## src/rtl/rdsg_pkg.sv

```systemverilog
// shared constants, types and codes of the rds group decoder
`default_nettype none

package rdsg_pkg;

	// text store geometry: 64 bytes held as 16 words of four bytes
	localparam int TEXT_BYTES = 64;
	localparam int TEXT_WORDS = TEXT_BYTES / 4;
	localparam int WORD_AW    = $clog2(TEXT_WORDS);

	localparam logic [7:0] CR_CHAR  = 8'h0D;
	localparam logic [6:0] FULL_LEN = 7'(TEXT_BYTES);
	localparam int         ZONE_STEP = 30;

	// group types handled
	localparam logic [3:0] GT_NAME  = 4'd0;
	localparam logic [3:0] GT_TEXT  = 4'd2;
	localparam logic [3:0] GT_CLOCK = 4'd4;

	// result kinds
	localparam logic [1:0] KIND_STATUS = 2'd0;
	localparam logic [1:0] KIND_TEXT   = 2'd1;
	localparam logic [1:0] KIND_CLOCK  = 2'd2;

	typedef enum logic [2:0] {
		ST_IDLE,
		ST_SCAN,
		ST_STATUS,
		ST_EMIT,
		ST_CLOCK
	} state_t;

	// write request into the text store, byte lane j is bits [31-8j -: 8]
	typedef struct packed {
		logic               en;
		logic               clear;
		logic [WORD_AW-1:0] word;
		logic [3:0]         be;
		logic [31:0]        data;
	} ts_wr_t;

endpackage

`default_nettype wire

```

## src/rtl/rdsg_if.sv

```systemverilog
// request channels of the rds group decoder: group input and result output
`default_nettype none

interface rdsg_grp_if;
	logic        valid;
	logic        ready;
	logic [15:0] block_a;
	logic [15:0] block_b;
	logic [15:0] block_c;
	logic [15:0] block_d;

	modport source (output valid, block_a, block_b, block_c, block_d, input ready);
	modport sink   (input valid, block_a, block_b, block_c, block_d, output ready);
endinterface

interface rdsg_res_if;
	logic               valid;
	logic               ready;
	logic [1:0]         kind;
	logic [15:0]        pi_code;
	logic [4:0]         program_type;
	logic [2:0]         status_flags;
	logic [63:0]        station_name;
	logic [31:0]        text_chunk;
	logic [6:0]         text_length;
	logic [16:0]        day_number;
	logic [10:0]        hour_minute;
	logic signed [10:0] zone_offset;
	logic               last;

	modport source (output valid, kind, pi_code, program_type, status_flags, station_name,
		text_chunk, text_length, day_number, hour_minute, zone_offset, last, input ready);
	modport sink   (input valid, kind, pi_code, program_type, status_flags, station_name,
		text_chunk, text_length, day_number, hour_minute, zone_offset, last, output ready);
endinterface

`default_nettype wire

```

## src/rtl/rdsg_text_store.sv

```systemverilog
// radiotext store: 16x32 memory with byte writes, per-byte valid bits, registered read
`default_nettype none

module rdsg_text_store import rdsg_pkg::*; (
	input  wire logic               clk,
	input  wire logic               arst_n,
	input  wire ts_wr_t             wr,
	input  wire logic               rd_en,
	input  wire logic [WORD_AW-1:0] rd_word,
	output logic      [31:0]        rd_data
);

	logic [31:0] mem_q [TEXT_WORDS];
	logic [3:0]  valid_q [TEXT_WORDS];
	logic [31:0] raw_s1;
	logic [3:0]  vmask_s1;

	// byte-lane writes into the memory
	always_ff @(posedge clk) begin
		if (wr.en) begin
			for (int j = 0; j < 4; j++) begin
				if (wr.be[j]) begin
					mem_q[wr.word][31-8*j -: 8] <= wr.data[31-8*j -: 8];
				end
			end
		end
	end

	// valid bits: a clear drops every byte, a write marks its lanes
	always_ff @(posedge clk or negedge arst_n) begin
		logic [3:0] vnext;
		if (!arst_n) begin
			for (int w = 0; w < TEXT_WORDS; w++) begin
				valid_q[w] <= '0;
			end
		end else begin
			for (int w = 0; w < TEXT_WORDS; w++) begin
				vnext = wr.clear ? 4'b0000 : valid_q[w];
				if (wr.en && (wr.word == WORD_AW'(w))) begin
					vnext = vnext | wr.be;
				end
				valid_q[w] <= vnext;
			end
		end
	end

	// registered read of data and lane valids
	always_ff @(posedge clk) begin
		if (rd_en) begin
			raw_s1   <= mem_q[rd_word];
			vmask_s1 <= valid_q[rd_word];
		end
	end

	// bytes never written since the last clear read as zero
	always_comb begin
		for (int j = 0; j < 4; j++) begin
			rd_data[31-8*j -: 8] = vmask_s1[j] ? raw_s1[31-8*j -: 8] : 8'h00;
		end
	end

endmodule

`default_nettype wire

```

## src/rtl/rdsg_clock_unpack.sv

```systemverilog
// unpacks the clock time fields of group 4a
`default_nettype none

module rdsg_clock_unpack import rdsg_pkg::*; (
	input  wire logic [15:0]        block_b,
	input  wire logic [15:0]        block_c,
	input  wire logic [15:0]        block_d,
	output logic      [16:0]        day_number,
	output logic      [10:0]        hour_minute,
	output logic signed [10:0]      zone_offset
);

	logic [4:0]  hour;
	logic [5:0]  minute;
	logic [10:0] zone_mag;

	// day number spans block b bits 1:0 and block c bits 15:1
	assign day_number  = {block_b[1:0], block_c[15:1]};

	// hour and minute
	assign hour        = {block_c[0], block_d[15:12]};
	assign minute      = {block_d[11:8], block_d[7:6]};
	assign hour_minute = {hour, minute};

	// offset in half hours scaled to minutes, sign from bit 5
	assign zone_mag    = 11'(block_d[4:0]) * 11'(ZONE_STEP);
	assign zone_offset = block_d[5] ? -$signed(zone_mag) : $signed(zone_mag);

endmodule

`default_nettype wire

```

## src/rtl/rds_group_decoder.sv

```systemverilog
// rds group decoder top level: group decode, text scan and result sequencing
//
//  channel | dir | content                               | item
//  grp     | in  | block_a .. block_d                    | one rds group
//  res     | out | kind, pi, pty, flags, name, text/time | status, text chunk or clock
//
//  A group is taken only while the sequencer is idle; the store and flag updates
//  happen at the accept edge. Every group gives a status result; group 4a adds a
//  clock result. Radiotext first scans the store one 32-bit word per cycle, set by
//  its single read port, then gives the status result and the text chunks, one chunk
//  per cycle while the output is not stalled. Reset clears the store's valid bits
//  at once, no clearing pass. A stalled output holds the sequencer in place.
`default_nettype none

module rds_group_decoder import rdsg_pkg::*; (
	input wire logic   clk,
	input wire logic   arst_n,
	rdsg_grp_if.sink   grp,
	rdsg_res_if.source res
);

	state_t state_q, state_nx;

	// decoded station state
	logic       ta_q;
	logic       music_q;
	logic       ab_q;
	logic [7:0] name_q [8];
	logic [63:0] name_flat;

	// held group fields
	logic [15:0] pi_q;
	logic [15:0] bb_q;
	logic [15:0] bc_q;
	logic [15:0] bd_q;
	logic        is_clock;
	logic        end_full;

	// text scan and emit bookkeeping
	logic [WORD_AW:0]   scan_k_q;
	logic [WORD_AW:0]   emit_k_q;
	logic               rd_vld_s1;
	logic [WORD_AW-1:0] rd_word_s1;
	logic               emit_text_q;
	logic [6:0]         text_len_q;
	logic [WORD_AW-1:0] last_chunk_q;

	// store ports
	ts_wr_t             wr;
	logic               rd_en;
	logic [WORD_AW-1:0] rd_word;
	logic [31:0]        rd_data;

	// byte checks on the word just read
	logic [3:0] cr_hit;
	logic       cr_any;
	logic [1:0] cr_lane;
	logic [5:0] cr_pos;
	logic       scan_done;
	logic [6:0] len_nx;
	logic [6:0] len_m1;
	logic [31:0] chunk_word;

	// clock fields
	logic [16:0]        clk_day;
	logic [10:0]        clk_hm;
	logic signed [10:0] clk_zone;

	// output register
	logic               out_vld_q;
	logic               out_free;
	logic               out_load;
	logic [1:0]         kind_q, kind_nx;
	logic [15:0]        pi_out_q;
	logic [4:0]         pty_q;
	logic [2:0]         sflags_q;
	logic [63:0]        name_out_q;
	logic [31:0]        chunk_q, chunk_nx;
	logic [6:0]         tlen_q, tlen_nx;
	logic [16:0]        day_q, day_nx;
	logic [10:0]        hm_q, hm_nx;
	logic signed [10:0] zone_q, zone_nx;
	logic               last_q, last_nx;

	logic acc;
	logic in_text;

	assign acc       = grp.valid && grp.ready;
	assign grp.ready = (state_q == ST_IDLE);
	assign in_text   = (grp.block_b[15:12] == GT_TEXT);

	assign is_clock  = (bb_q[15:12] == GT_CLOCK) && !bb_q[11];
	assign end_full  = !bb_q[11] && (bb_q[3:0] == 4'hF);

	// text store write request from the incoming group
	always_comb begin
		wr.en    = acc && in_text;
		wr.clear = acc && in_text && (grp.block_b[4] != ab_q);
		if (grp.block_b[11]) begin
			wr.word = WORD_AW'(grp.block_b[3:1]);
			wr.be   = grp.block_b[0] ? 4'b1100 : 4'b0011;
			wr.data = {grp.block_d, grp.block_d};
		end else begin
			wr.word = grp.block_b[3:0];
			wr.be   = 4'b1111;
			wr.data = {grp.block_c, grp.block_d};
		end
	end

	rdsg_text_store u_store (
		.clk     (clk),
		.arst_n  (arst_n),
		.wr      (wr),
		.rd_en   (rd_en),
		.rd_word (rd_word),
		.rd_data (rd_data)
	);

	rdsg_clock_unpack u_clock (
		.block_b     (bb_q),
		.block_c     (bc_q),
		.block_d     (bd_q),
		.day_number  (clk_day),
		.hour_minute (clk_hm),
		.zone_offset (clk_zone)
	);

	// flags, a/b toggle and station name update at accept
	always_ff @(posedge clk or negedge arst_n) begin
		if (!arst_n) begin
			ta_q    <= 1'b0;
			music_q <= 1'b1;
			ab_q    <= 1'b0;
			for (int i = 0; i < 8; i++) begin
				name_q[i] <= 8'h00;
			end
		end else if (acc) begin
			if (grp.block_b[15:12] == GT_NAME) begin
				ta_q    <= grp.block_b[4];
				music_q <= grp.block_b[3];
				name_q[{grp.block_b[1:0], 1'b0}] <= grp.block_d[15:8];
				name_q[{grp.block_b[1:0], 1'b1}] <= grp.block_d[7:0];
			end
			if (in_text) begin
				ab_q <= grp.block_b[4];
			end
		end
	end

	always_comb begin
		for (int i = 0; i < 8; i++) begin
			name_flat[63-8*i -: 8] = name_q[i];
		end
	end

	// hold the group fields for the sequencer
	always_ff @(posedge clk) begin
		if (acc) begin
			pi_q <= grp.block_a;
			bb_q <= grp.block_b;
			bc_q <= grp.block_c;
			bd_q <= grp.block_d;
		end
	end

	// first carriage return in the word under test
	always_comb begin
		cr_lane = 2'd0;
		for (int j = 0; j < 4; j++) begin
			cr_hit[j] = (rd_data[31-8*j -: 8] == CR_CHAR);
		end
		for (int j = 3; j >= 0; j--) begin
			if (cr_hit[j]) begin
				cr_lane = 2'(j);
			end
		end
		cr_any    = |cr_hit;
		cr_pos    = {rd_word_s1, cr_lane};
		scan_done = (state_q == ST_SCAN) && rd_vld_s1 &&
			(cr_any || (rd_word_s1 == WORD_AW'(TEXT_WORDS - 1)));
		len_nx    = cr_any ? 7'(cr_pos) : FULL_LEN;
		len_m1    = len_nx - 7'd1;
	end

	// chunk bytes past the message end read as zero
	always_comb begin
		for (int j = 0; j < 4; j++) begin
			chunk_word[31-8*j -: 8] = ({1'b0, rd_word_s1, 2'(j)} < text_len_q) ?
				rd_data[31-8*j -: 8] : 8'h00;
		end
	end

	assign out_free = !out_vld_q || res.ready;

	// next state
	always_comb begin
		state_nx = state_q;
		unique case (state_q)
			ST_IDLE: begin
				if (acc) state_nx = in_text ? ST_SCAN : ST_STATUS;
			end
			ST_SCAN: begin
				if (scan_done) state_nx = ST_STATUS;
			end
			ST_STATUS: begin
				if (out_free) begin
					if (emit_text_q)   state_nx = ST_EMIT;
					else if (is_clock) state_nx = ST_CLOCK;
					else               state_nx = ST_IDLE;
				end
			end
			ST_EMIT: begin
				if (rd_vld_s1 && out_free && (rd_word_s1 == last_chunk_q)) state_nx = ST_IDLE;
			end
			ST_CLOCK: begin
				if (out_free) state_nx = ST_IDLE;
			end
			default: state_nx = ST_IDLE;
		endcase
	end

	// per-state reads and result selection
	always_comb begin
		rd_en    = 1'b0;
		rd_word  = scan_k_q[WORD_AW-1:0];
		out_load = 1'b0;
		kind_nx  = KIND_STATUS;
		chunk_nx = '0;
		tlen_nx  = '0;
		day_nx   = '0;
		hm_nx    = '0;
		zone_nx  = '0;
		last_nx  = 1'b0;
		unique case (state_q)
			ST_IDLE: begin
			end
			ST_SCAN: begin
				rd_en = !scan_k_q[WORD_AW];
			end
			ST_STATUS: begin
				out_load = out_free;
				last_nx  = !emit_text_q && !is_clock;
			end
			ST_EMIT: begin
				rd_word  = emit_k_q[WORD_AW-1:0];
				rd_en    = (emit_k_q <= {1'b0, last_chunk_q}) && (!rd_vld_s1 || out_free);
				out_load = rd_vld_s1 && out_free;
				kind_nx  = KIND_TEXT;
				chunk_nx = chunk_word;
				tlen_nx  = text_len_q;
				last_nx  = (rd_word_s1 == last_chunk_q);
			end
			ST_CLOCK: begin
				out_load = out_free;
				kind_nx  = KIND_CLOCK;
				day_nx   = clk_day;
				hm_nx    = clk_hm;
				zone_nx  = clk_zone;
				last_nx  = 1'b1;
			end
			default: begin
			end
		endcase
	end

	// sequencer state and scan/emit counters
	always_ff @(posedge clk or negedge arst_n) begin
		if (!arst_n) begin
			state_q      <= ST_IDLE;
			scan_k_q     <= '0;
			emit_k_q     <= '0;
			rd_vld_s1    <= 1'b0;
			emit_text_q  <= 1'b0;
			text_len_q   <= '0;
			last_chunk_q <= '0;
		end else begin
			state_q <= state_nx;
			if (acc) begin
				scan_k_q    <= '0;
				emit_k_q    <= '0;
				emit_text_q <= 1'b0;
			end else begin
				if ((state_q == ST_SCAN) && rd_en) scan_k_q <= scan_k_q + 1'b1;
				if ((state_q == ST_EMIT) && rd_en) emit_k_q <= emit_k_q + 1'b1;
			end
			// a pending scan read is dropped when the scan ends
			if (scan_done)                            rd_vld_s1 <= 1'b0;
			else if (rd_en)                           rd_vld_s1 <= 1'b1;
			else if (out_load && state_q == ST_EMIT)  rd_vld_s1 <= 1'b0;
			if (scan_done) begin
				emit_text_q  <= cr_any || end_full;
				text_len_q   <= len_nx;
				last_chunk_q <= (len_nx == 7'd0) ? '0 : len_m1[WORD_AW+1:2];
			end
		end
	end

	always_ff @(posedge clk) begin
		if (rd_en) rd_word_s1 <= rd_word;
	end

	// output register
	always_ff @(posedge clk or negedge arst_n) begin
		if (!arst_n) begin
			out_vld_q <= 1'b0;
		end else if (out_load) begin
			out_vld_q <= 1'b1;
		end else if (res.ready) begin
			out_vld_q <= 1'b0;
		end
	end

	always_ff @(posedge clk) begin
		if (out_load) begin
			kind_q     <= kind_nx;
			pi_out_q   <= pi_q;
			pty_q      <= bb_q[9:5];
			sflags_q   <= {bb_q[10], ta_q, music_q};
			name_out_q <= name_flat;
			chunk_q    <= chunk_nx;
			tlen_q     <= tlen_nx;
			day_q      <= day_nx;
			hm_q       <= hm_nx;
			zone_q     <= zone_nx;
			last_q     <= last_nx;
		end
	end

	assign res.valid        = out_vld_q;
	assign res.kind         = kind_q;
	assign res.pi_code      = pi_out_q;
	assign res.program_type = pty_q;
	assign res.status_flags = sflags_q;
	assign res.station_name = name_out_q;
	assign res.text_chunk   = chunk_q;
	assign res.text_length  = tlen_q;
	assign res.day_number   = day_q;
	assign res.hour_minute  = hm_q;
	assign res.zone_offset  = zone_q;
	assign res.last         = last_q;

	// checks
	a_chunk_in_range: assert property (@(posedge clk) disable iff (!arst_n)
		(state_q == ST_EMIT && rd_vld_s1) |-> (rd_word_s1 <= last_chunk_q))
		else $error("chunk read beyond message end");

	a_scan_no_text_yet: assert property (@(posedge clk) disable iff (!arst_n)
		(state_q == ST_SCAN) |-> !emit_text_q)
		else $error("text flagged before scan finished");

	a_text_len_bound: assert property (@(posedge clk) disable iff (!arst_n)
		emit_text_q |-> (text_len_q <= FULL_LEN))
		else $error("text length beyond store size");

	a_no_load_while_busy: assert property (@(posedge clk) disable iff (!arst_n)
		(out_vld_q && !res.ready) |=> ($stable(kind_q) && $stable(last_q)))
		else $error("output register overwritten while stalled");

endmodule

`default_nettype wire

```

## src/flat_wrapper.sv

```systemverilog
// flat-port wrapper written by rule: the top's interface ports become plain ports
module rds_group_decoder_flat import rdsg_pkg::*;
  (clk, arst_n, grp_valid, grp_block_a, grp_block_b, grp_block_c, grp_block_d, grp_ready, res_valid, res_kind, res_pi_code, res_program_type, res_status_flags, res_station_name, res_text_chunk, res_text_length, res_day_number, res_hour_minute, res_zone_offset, res_last, res_ready);
  rdsg_grp_if grp_i ();
  rdsg_res_if res_i ();
  input wire logic clk;
  input wire logic arst_n;
  input wire logic [$bits(grp_i.valid)-1:0] grp_valid;
  input wire logic [$bits(grp_i.block_a)-1:0] grp_block_a;
  input wire logic [$bits(grp_i.block_b)-1:0] grp_block_b;
  input wire logic [$bits(grp_i.block_c)-1:0] grp_block_c;
  input wire logic [$bits(grp_i.block_d)-1:0] grp_block_d;
  output wire logic [$bits(grp_i.ready)-1:0] grp_ready;
  output wire logic [$bits(res_i.valid)-1:0] res_valid;
  output wire logic [$bits(res_i.kind)-1:0] res_kind;
  output wire logic [$bits(res_i.pi_code)-1:0] res_pi_code;
  output wire logic [$bits(res_i.program_type)-1:0] res_program_type;
  output wire logic [$bits(res_i.status_flags)-1:0] res_status_flags;
  output wire logic [$bits(res_i.station_name)-1:0] res_station_name;
  output wire logic [$bits(res_i.text_chunk)-1:0] res_text_chunk;
  output wire logic [$bits(res_i.text_length)-1:0] res_text_length;
  output wire logic [$bits(res_i.day_number)-1:0] res_day_number;
  output wire logic [$bits(res_i.hour_minute)-1:0] res_hour_minute;
  output wire logic [$bits(res_i.zone_offset)-1:0] res_zone_offset;
  output wire logic [$bits(res_i.last)-1:0] res_last;
  input wire logic [$bits(res_i.ready)-1:0] res_ready;
  assign grp_i.valid = grp_valid;
  assign grp_i.block_a = grp_block_a;
  assign grp_i.block_b = grp_block_b;
  assign grp_i.block_c = grp_block_c;
  assign grp_i.block_d = grp_block_d;
  assign grp_ready = grp_i.ready;
  assign res_valid = res_i.valid;
  assign res_kind = res_i.kind;
  assign res_pi_code = res_i.pi_code;
  assign res_program_type = res_i.program_type;
  assign res_status_flags = res_i.status_flags;
  assign res_station_name = res_i.station_name;
  assign res_text_chunk = res_i.text_chunk;
  assign res_text_length = res_i.text_length;
  assign res_day_number = res_i.day_number;
  assign res_hour_minute = res_i.hour_minute;
  assign res_zone_offset = res_i.zone_offset;
  assign res_last = res_i.last;
  assign res_i.ready = res_ready;
  rds_group_decoder u_core (.clk(clk), .arst_n(arst_n), .grp(grp_i), .res(res_i));
endmodule
```

## config.mk

```make
export PLATFORM = sky130hd
export DESIGN_NAME = rds_group_decoder_flat
export DESIGN_NICKNAME = d
export VERILOG_FILES = /design/src/rtl/rdsg_pkg.sv /design/src/rtl/rdsg_if.sv /design/src/rtl/rdsg_text_store.sv /design/src/rtl/rdsg_clock_unpack.sv /design/src/rtl/rds_group_decoder.sv /design/src/flat_wrapper.sv
export SDC_FILE = /design/constraint.sdc
export NUM_CORES = 1
export LEC_CHECK = 0
export ABC_AREA = 1
export BUFFER_PORTS_ARGS = -buffer_cell sky130_fd_sc_hd__buf_2
export CAP_MARGIN = 0
export CORE_MARGIN = 1
export CORE_UTILIZATION = 52
export CTS_BUF_LIST = sky130_fd_sc_hd__clkbuf_8
export DETAILED_ROUTE_END_ITERATION = 12
export PLACE_DENSITY = 0.68
export SKIP_CTS_REPAIR_TIMING = 1
export SLEW_MARGIN = 30
export SYNTH_ARGS = -nofsm -noshare
export SYNTH_HDL_FRONTEND = slang
export SYNTH_SLANG_ARGS = --single-unit
```

## constraint.sdc

```tcl
create_clock -name clk -period 11.1 [get_ports clk]
set_clock_uncertainty 0.1 [all_clocks]
set_input_delay 2.775 -clock clk [delete_from_list [all_inputs] [get_ports clk]]
set_output_delay 2.775 -clock clk [all_outputs]
set_load 0.005 [all_outputs]
```

# Word level (Yosys, flattened, before mapping)
# Memory sizes are Yosys's and may differ from the RTL's. A register that Yosys moved wholly into a read port is not among the register bits.
# Index checks and enable logic that the tools add are counted.
op_classes:
  n_addsub: 4
  mul: 1
  n_div: 0
  magnitude_cmp: 10
  eq_ne: 34
  n_shift: 0
  n_mux: 91
  bitwise_logic: 19
  reduce_logical: 61
op_table:
  columns: ["cell", "n"]
  rows:
  - ["$mux W4", 37]
  - ["$bwmux W64", 2]
  - ["$or A4 B4 Y4", 16]
  - ["$demux W8 S3", 2]
  - ["$mux W8", 6]
  - ["$eq A4 B4 Y1 const B", 10]
  - ["$mux W40", 1]
  - ["$eq A8 B4 Y1 const B", 4]
  - ["$logic_and A1 B1 Y1", 32]
  - ["$lt A6 B7 Y1", 4]
  - ["$mux W3", 7]
  - ["$eq A4 B3 Y1 const B", 5]
  - ["$mux W5", 4]
  - ["$mux W1", 19]
  - ["$bmux W4 S4", 1]
  - ["$pmux W3 S5", 1]
  - ["$reduce_and A2 Y1", 7]
  - ["$eq A4 B2 Y1 const B", 3]
  - ["$neg A10 Y11", 1]
  - ["$add A5 B1 Y5 const B", 2]
  - ["$mux W10", 1]
  - ["$mux W2", 5]
  - ["$mul A5 B4 Y9 const B", 1]
  - ["$ge A4 B4 Y1 const B", 2]
  - ["other kinds (28)", 47]
totals:
  ff_bits: 399
  latch_bits: 0
  ramBits: 512
  mem_bits_ro: 0
  wordCells: 277
  mem_count: 1
memory_table:
  columns: ["memory", "depth", "width", "read_ports", "rd_clocked_by_memory_dff", "write_ports", "line", "text"]
  rows:
  - ["u_core.u_store.mem_q", 16, 32, 1, 1, 1, "rdsg_text_store.sv:13", "logic [31:0] mem_q [TEXT_WORDS];"]

# Longest topological paths before layout
# Gate-level depths: netlist (run 1).
logic_depth:
  ltp_word: 9
  depth_mapped: 15
  mapped_depth_nobuf: 15

# Hierarchy
# From an unflattened synthesis (run 1), not the netlist that was laid out.
unflattened:
  cells_unflattened: 3746
  area_unflattened_um2: 39885.8
by_module_without_submodules:
  columns: ["mod", "n_inst", "cells_per_inst", "area_each_um2"]
  rows:
  - ["rdsg_text_store", 1, 2623, 26524.2]
  - ["rds_group_decoder", 1, 973, 12321.8]
  - ["rdsg_clock_unpack", 1, 150, 1039.7]

# Worst setup path before layout (run 1)
# Ideal clock, no wire load.
synth_timing:
  path_kind: "in2reg"
  start: "in res_ready"
  end: "reg u_core.day_q[0], in the netlist u_core.res.day_number[0] (enable)"
  setup_time_ps: 698
  t_arrival_ps: 9778
  path_slack_ps: 524
  stages: 2
  cell_sequence: "nor2_1 > nor2_1"
synth_via:
  elab_chain_len: 3
synth_rtl:
  columns: ["element", "line", "text"]
  rows:
  - ["from (decl)", "flat_wrapper.sv:26", "input wire logic [$bits(res_i.ready)-1:0] res_ready;"]
  - ["$logic_or A1 B1 Y1 (*)", "rds_group_decoder.sv:193", "assign out_free = !out_vld_q || res.ready;"]
  - ["$logic_and A1 B1 Y1", "rds_group_decoder.sv:247", "out_load = rd_vld_s1 && out_free;"]
  - ["$pmux W1 S2 (*)", "rds_group_decoder.sv:234", "unique case (state_q)"]
  - ["via u_core.out_load", "rds_group_decoder.sv:72", "logic out_load;"]
  - ["to (signal assigned)", "rds_group_decoder.sv:322", "day_q <= day_nx;"]
  - ["to (decl)", "rds_group_decoder.sv:80", "logic [16:0] day_q, day_nx;"]
# Mark *: on every way through the listed nets, which the timed path passes. The rest lies on a longest branch.
# A chain may end at the register's enable or synchronous reset.

# Worst setup path in the final report (run 1)
layout_timing:
  start: "in grp_block_b[15]"
  end: "mem u_core.u_store.mem_q[9][16] (enable)"
layout_via:
  elab_chain_len: 4
layout_rtl:
  columns: ["element", "line", "text"]
  rows:
  - ["from (decl)", "flat_wrapper.sv:10", "input wire logic [$bits(grp_i.block_b)-1:0] grp_block_b;"]
  - ["$eq A4 B2 Y1", "rds_group_decoder.sv:90", "assign in_text = (grp.block_b[15:12] == GT_TEXT);"]
  - ["$logic_and A1 B1 Y1", "rds_group_decoder.sv:97", "wr.en = acc && in_text;"]
  - ["$mux W1", "rdsg_text_store.sv:20", "if (wr.en) begin"]
  - ["$mux W1 (implied by the code)", "rdsg_text_store.sv:23", "mem_q[wr.word][31-8*j -: 8] <= wr.data[31-8*j -: 8];"]
  - ["to (decl)", "rdsg_text_store.sv:13", null]
# No other way between the ends.

==> results.md, run 1 <==
- Syn_nets: 3011
- Fin nets: 3309
- Final Total Pwr: 9090 uW
- Routed length per placed instance: 21.5 um
- Detailed Route Iter0 Violations: 3005
- R2r setup slk: 6560 ps
- Clock sinks: 941
- Clk root buf: clkbuf_8
- Worst skew pair latency: 830 ps
- Slew Viols, Final: 0
- Worst reg2reg endpoint: u_core.u_store.raw_s1[12]
- HPWL after DPL: 58100 um
- Core Box Area: 70100 sq um
- Area Growth Syn to Fin: 14.0%
- Residual DRC: 0
- Static Leak: 0.0161 uW
- Die X: 268 um
- Slew headroom: 0.356
- Synth warn: 0
- Dpl cell area: 39200 sq um
- Clock-pin slew on the worst setup and hold paths: 60 ps
- Top FF cell, synth: edfxtp_1
- Total GRT Usage: 0.257
- Fill count: 5509
- Power density over cell area: 216 nW/um^2
- Final Cell Area: 42000 sq um
- Htree depth: 4
- Worst Hold Path Cells: 0
- 1st-pass router iterations: 7
- Highest net fanout along the worst path: 18
- Post-synth EDFFs: 783
- RePlAce Congestion: 0.894
- Hold path startpoint: u_core.pi_q[0]
- GR Overflow Total: 0
- Initial antenna violation count: 5
- CTS tree: built
- FF+latch area: 27500 sq um
- Final Cycle Share: 0.445
- FF-to-FF Start: u_core.state_q[0]
- Setup crit start kind: input pin
- Via density: 5.65
- Final hold vios: 0
- Maximum clock path buffer count: 3
- Outcome: completed
- Peak supply drop: 0.000132 V
- Ys async rst share: 0.168
- Peak Freq: 0.203 GHz
- Count of final setup violators: 0
- Reg2Reg Depth: 10
- Die area: 72000 sq um
- Number of global-route vias before repair: 22803
- Pin count of the biggest net entering global routing: 121
- Rows: 97
- Area of the multi-input gates: 8100 sq um
- Setup tns final: 0 ps
- Flops & latches, synth: 941
- First-pass GRT wire length: 137000 um
- Data arrival time of the worst path: 5260 ps
- Starting Density: 0.526
- Sequential area share after synthesis: 0.744
- Max-Cap Viols: 0
- Cells after synthesis: 2912
- CP startpoint: grp_block_b[15]
- Die height: 268 um
- Vias: 24105
- Post-synth cell types: 44
- Antenna Violating Nets Remaining: 0
- Worst min-delay path class: reg -> reg
- DRT Wirelength: 91900 um
- Setup CP Type: in -> reg
- Worst Tran Pin Value: 963 ps
- Syn avg cell area: 12.7 sq um
- RSZ-0062 raised after global routing: no
- Worst Hold Path EP: u_core.res.pi_code[0]
- Final Util: 0.599
- Number of buffers created by CTS: 147
- Synth Cell Area: 36900 sq um
- Critical path capture point type: flip-flop
- Required time worst endpoint: 11430 ps
- Final Critical Period: 4930 ps
- I/O pin total: 239
- Ratio of cells with drive above 1 in the final layout: 0.157
- Port Buf Inserts: 237
-- synthesized netlist by cell type (2+ instances only) --
cell      count  area [sq um]
a211oi_1      2          15.0
a21oi_1      35           175
and3_1        2          12.5
buf_1        12          45.0
buf_2        51           255
buf_4         3          22.5
clkbuf_1     85           319
clkinv_1      2          7.51
dfrtp_1     157          3930
edfxtp_1    783         23500
fa_1          7           140
ha_1         24           300
inv_1       204           766
inv_2         4          15.0
nand2_1     240           901
nand3_1     142           711
nand4_1       3          18.8
nor2_1      506          1900
nor3_1       16          80.1
o211ai_1    114           856
o21ai_0     399          2000
o21ai_1      21           105
o221ai_1     33           289
o22ai_1      35           219
xnor2_1       2          17.5
xor2_1       12           105
-- cell usage in the layout (no fill, tap or decap), drive strengths merged, types with 114 or more instances in the layout --
| master | instances |
|---|---|
| o21ai | 422 |
| nand3 | 143 |
| dfrtp | 157 |
| buf | 300 |
| inv | 274 |
| nand2 | 241 |
| edfxtp | 783 |
| o211ai | 114 |
| nor2 | 507 |
| clkbuf | 155 |
-- state kept, by name, summed over array words and instances, names as in the netlist, 10 cells and up --
name,count
u_core.res.pi_code,16
u_core.u_store.raw_s1,32
u_core.bc_q,16
u_core.bd_q,16
u_core.bb_q,15
u_core.res.day_number,17
u_core.name_flat,64
u_core.res.station_name,64
u_core.res.hour_minute,11
u_core.res.text_chunk,32
u_core.pi_q,16
u_core.u_store.mem_q,512
u_core.res.zone_offset,10
u_core.u_store.valid_q,64
-- worst max-delay path: stages --
cell      delay, ps
buf_2           110
nor2_1          160
nand2_1          80
nor2_1          210
nand2_1         330
clkinv_1        380
nand2_1         440
nor2_2          760
-- worst max-delay path by stage --
stage	cells after the start	slack [ps]	endpoint
after CTS	8	6240	u_core.u_store.mem_q[11][9]
after detailed placement	8	5370	u_core.u_store.mem_q[9][22]
after floorplan	2	520	u_core.res.day_number[0]
final	8	6170	u_core.u_store.mem_q[9][16]
after global placement	8	5220	u_core.u_store.mem_q[10][15]
after global routing	8	5980	u_core.u_store.mem_q[9][16]
-- routing by layer --
metal / GRT usage / routed length, um / vias up
met5: 0 / 0 / -
met4: 0.109 / 3170 / 0
met3: 0.0494 / 8260 / 186
met2: 0.388 / 41800 / 1216
met1: 0.368 / 38700 / 11719
li1: - / - / 10984
-- through the flow --
stage | worst slack [ps] | hold slack (ps) | instances
after global placement | 5220 | 300 | 3997
after global routing | 5980 | 324 | 4268
after floorplan | 524 | 300 | 2912
after detailed placement | 5370 | 305 | 3999
final | 6170 | 315 | 4268
after CTS | 6240 | 318 | 4263
-- cell type report --
class	instances	area share
Antenna cell	3	0.000179
Clock buffer	155	0.0507
Clock inverter	109	0.0147
Inverter	210	0.0189
Multi-Input combinational cell	1610	0.193
Sequential cell	941	0.653
Tap cell	940	0.0280
Timing Repair Buffer	300	0.0414
-- cells by family (layout without fill, tap and decap cells) --
group / Yosys count / in the layout / share of synthesized area
buf+inv: 361 / 774 / 0.0388
simple gates: 917 / 917 / 0.100
xor+xnor: 14 / 14 / 0.00332
compound gates: 646 / 646 / 0.101
fa+ha+maj: 31 / 31 / 0.0119
mux: 1 / 1 / 0.000305
flops: 941 / 941 / 0.744
other cells: 1 / 4 / 0.000102
-- where the power goes --
group / switching (uW) / total, uW / leakage (uW) / internal [uW]
clock: 1330 / 2730 / 0.00162 / 1400
sequential: 177 / 4570 / 0.00916 / 4390
combinational: 1220 / 1800 / 0.00535 / 579
total: 2730 / 9090 / 0.0161 / 6370
Note: power is estimated with default switching activity, not from simulation.
==> run 2: changes to the inputs <==
--- a/config.mk
+++ b/config.mk
@@ -5,7 +5,7 @@
 export SDC_FILE = /design/constraint.sdc
 export NUM_CORES = 1
 export LEC_CHECK = 0
-export ABC_AREA = 1
+export ABC_AREA = 0
 export BUFFER_PORTS_ARGS = -buffer_cell sky130_fd_sc_hd__buf_2
 export CAP_MARGIN = 0
 export CORE_MARGIN = 1
==> constraint.sdc (replaced) <==
create_clock -name clk -period 4.6 [get_ports clk]
set_clock_uncertainty 0.1 [all_clocks]
set_input_delay 1.15 -clock clk [delete_from_list [all_inputs] [get_ports clk]]
set_output_delay 1.15 -clock clk [all_outputs]
set_load 0.005 [all_outputs]
==> results.md, run 2 <==
- Outcome: completed
- Peak Freq: 0.251 GHz
- Pin count of the biggest net entering global routing: 145
- Dominant cells by area after synthesis: edfxtp_1, dfrtp_1, nand2_1
- Slew Viols, Final: 0
- Antenna Violating Nets Remaining: 0
- Hold WS: 282 ps
- Sequential area share after synthesis: 0.748
- Die height: 268 um
- Commonest cells post-synth: edfxtp_1, nand2_1, nand3_1, dfrtp_1, mux2i_1
- Number of flip-flops under the largest register name: 512
- Data arrival time of the worst path: 4420 ps
- Area Growth Syn to Fin: 15.5%
- Worst Tran Pin Value: 913 ps
- CTS tree: built
- Fill count: 5291
- Rows: 97
- Residual DRC: 0
- Slew headroom: 0.386
- Starting Density: 0.525
- GR Overflow Total: 0
- Max-Cap Viols: 0
- Worst skew pair latency: 790 ps
- Post-synth EDFFs: 783
- Count of final setup violators: 0
- Setup crit start kind: flip-flop
- I/O pin total: 239
- Detailed Route Iter0 Violations: 2588
- Final Critical Period: 3990 ps
- Fin nets: 2998
- Port Buf Inserts: 237
- Power density over cell area: 390 nW/um^2
- DRT Wirelength: 91000 um
- Most frequent cells in the layout: edfxtp_1, nand2_1, buf_2
- Via density: 5.65
- Clock-pin slew on the worst setup and hold paths: 60 ps
- Critical path capture point type: flip-flop
- Most flops, register: u_core.u_store.mem_q
- Most common cell in the netlist: edfxtp_1
- Number of buffers created by CTS: 152
- Top FF cell, synth: edfxtp_1
- Post-synth cell types: 68
- Htree depth: 4
- Total GRT Usage: 0.256
- Required time worst endpoint: 5030 ps
- Dpl cell area: 39400 sq um
- Number of global-route vias before repair: 22095
- Die X: 268 um
- Reg2Reg Depth: 11
- Worst min-delay path class: in -> async
- Maximum clock path buffer count: 3
- Routed length per placed instance: 22.9 um
- First-pass GRT wire length: 134000 um
- Leading cell type in the layout, fill and taps excluded: edfxtp_1
- Die area: 71700 sq um
- Flops & latches, synth: 941
- Synth Cell Area: 36700 sq um
- Highest net fanout along the worst path: 4
- Synth warn: 0
- Yosys top cell by area: edfxtp_1
- Peak supply drop: 0.000266 V
- Share of the synthesized area in the top cell type: 0.640
- Cells after synthesis: 2554
- Clk root buf: clkbuf_8
- Final hold vios: 0
- Core Box Area: 70000 sq um
- Ratio of cells with drive above 1 in the final layout: 0.211
- RePlAce Congestion: 0.904
- Vias: 22400
- Syn avg cell area: 14.4 sq um
- Final Cycle Share: 0.866
- Setup CP Type: reg -> reg
- Static Leak: 0.0160 uW
- Initial antenna violation count: 4
- Syn_nets: 2653
- Ys async rst share: 0.168
- HPWL after DPL: 57100 um
- 1st-pass router iterations: 6
- Final Cell Area: 42400 sq um
- RSZ-0062 raised after global routing: no
- Clock sinks: 941
- Setup tns final: 0 ps
run 2: changes by cell type after synthesis, moves of 28 or more:
cell and change:
nor2_1 -429, o21ai_0 -362, nand2_1 +329, inv_1 -166
mux2i_1 +113, o211ai_1 -112, nand3_1 +80, mux2_2 +75
a21o_1 +53, a32oi_1 +37, and3_1 +36, o22ai_1 -34
buf_2 -28
run 2: worst paths after layout:
| path | startpoint | endpoint | slack (ps) |
|---|---|---|---|
| worst max-delay path | u_core.bd_q[3] | u_core.res.zone_offset[9] | 610 |
| worst min-delay path | arst_n | u_core.name_flat[52] | 280 |
| worst max register to register | u_core.bd_q[3] | u_core.res.zone_offset[9] | 610 |
| worst min register to register | u_core.pi_q[9] | u_core.res.pi_code[9] | 310 |
| max in group asynchronous | arst_n | u_core.u_store.valid_q[5] | 3180 |
| min in group clk | u_core.pi_q[9] | u_core.res.pi_code[9] | 310 |
run 2: power by group:
group | switching, uW | internal, uW
Sequential | 0.0000000000000301 | 9230
Clock | 3310 | 3690
Combinational | 251 | 47.5
run 2: cell families (layout without fill, tap and decap cells):
family,after synthesis,in the layout,synth area share
AO/OA/AOI/OAI,204,204,0.0413
XOR/XNOR,22,22,0.00524
adder cells (fa/ha/maj),31,31,0.0120
buffers and inverters,172,643,0.0187
flip-flops,941,941,0.748
multiplexers,198,198,0.0568
other,1,4,0.000102
AND/OR/NAND/NOR,985,985,0.118
run 2: worst max-delay path, stage by stage, from the launching register on:
cell	delay (ps)
edfxtp_1	480
inv_1	180
fa_1	460
fa_1	550
inv_1	40
ha_1	220
or2_2	310
o211ai_1	180
mux2_2	350
a2111oi_0	590
or2_2	210
mux2i_1	60
run 2: cell type report:
type / count / area, sq um / share of cell area
repair buffers: 322 / 1960 / 0.0462
diodes: 3 / 7.51 / 0.000177
multi-input cells: 1441 / 8640 / 0.204
clock inverters: 105 / 609 / 0.0144
well taps: 940 / 1180 / 0.0277
flip-flops and latches: 941 / 27500 / 0.647
clock buffers: 175 / 2410 / 0.0568
inverters: 41 / 159 / 0.00374
run 2: stage by stage:
stage               setup WS [ps]  cells   util  total power, uW
floorplan                     375   2554      -             9460
global placement              607   3685  0.563             9690
detailed placement            606   3685  0.563             9690
CTS                           598   3965  0.606            16700
global route                  347   3966  0.606            17000
finish                        615   3968  0.606            16500
run 2: per-layer routing:
layer	vias up	wire (um)	global-route usage	share of wire
met5	-	0	0	0
met4	0	2780	0.102	0.031
met3	169	8200	0.0637	0.090
met2	1030	43200	0.397	0.47
met1	11137	36800	0.349	0.40
li1	10064	-	-	-
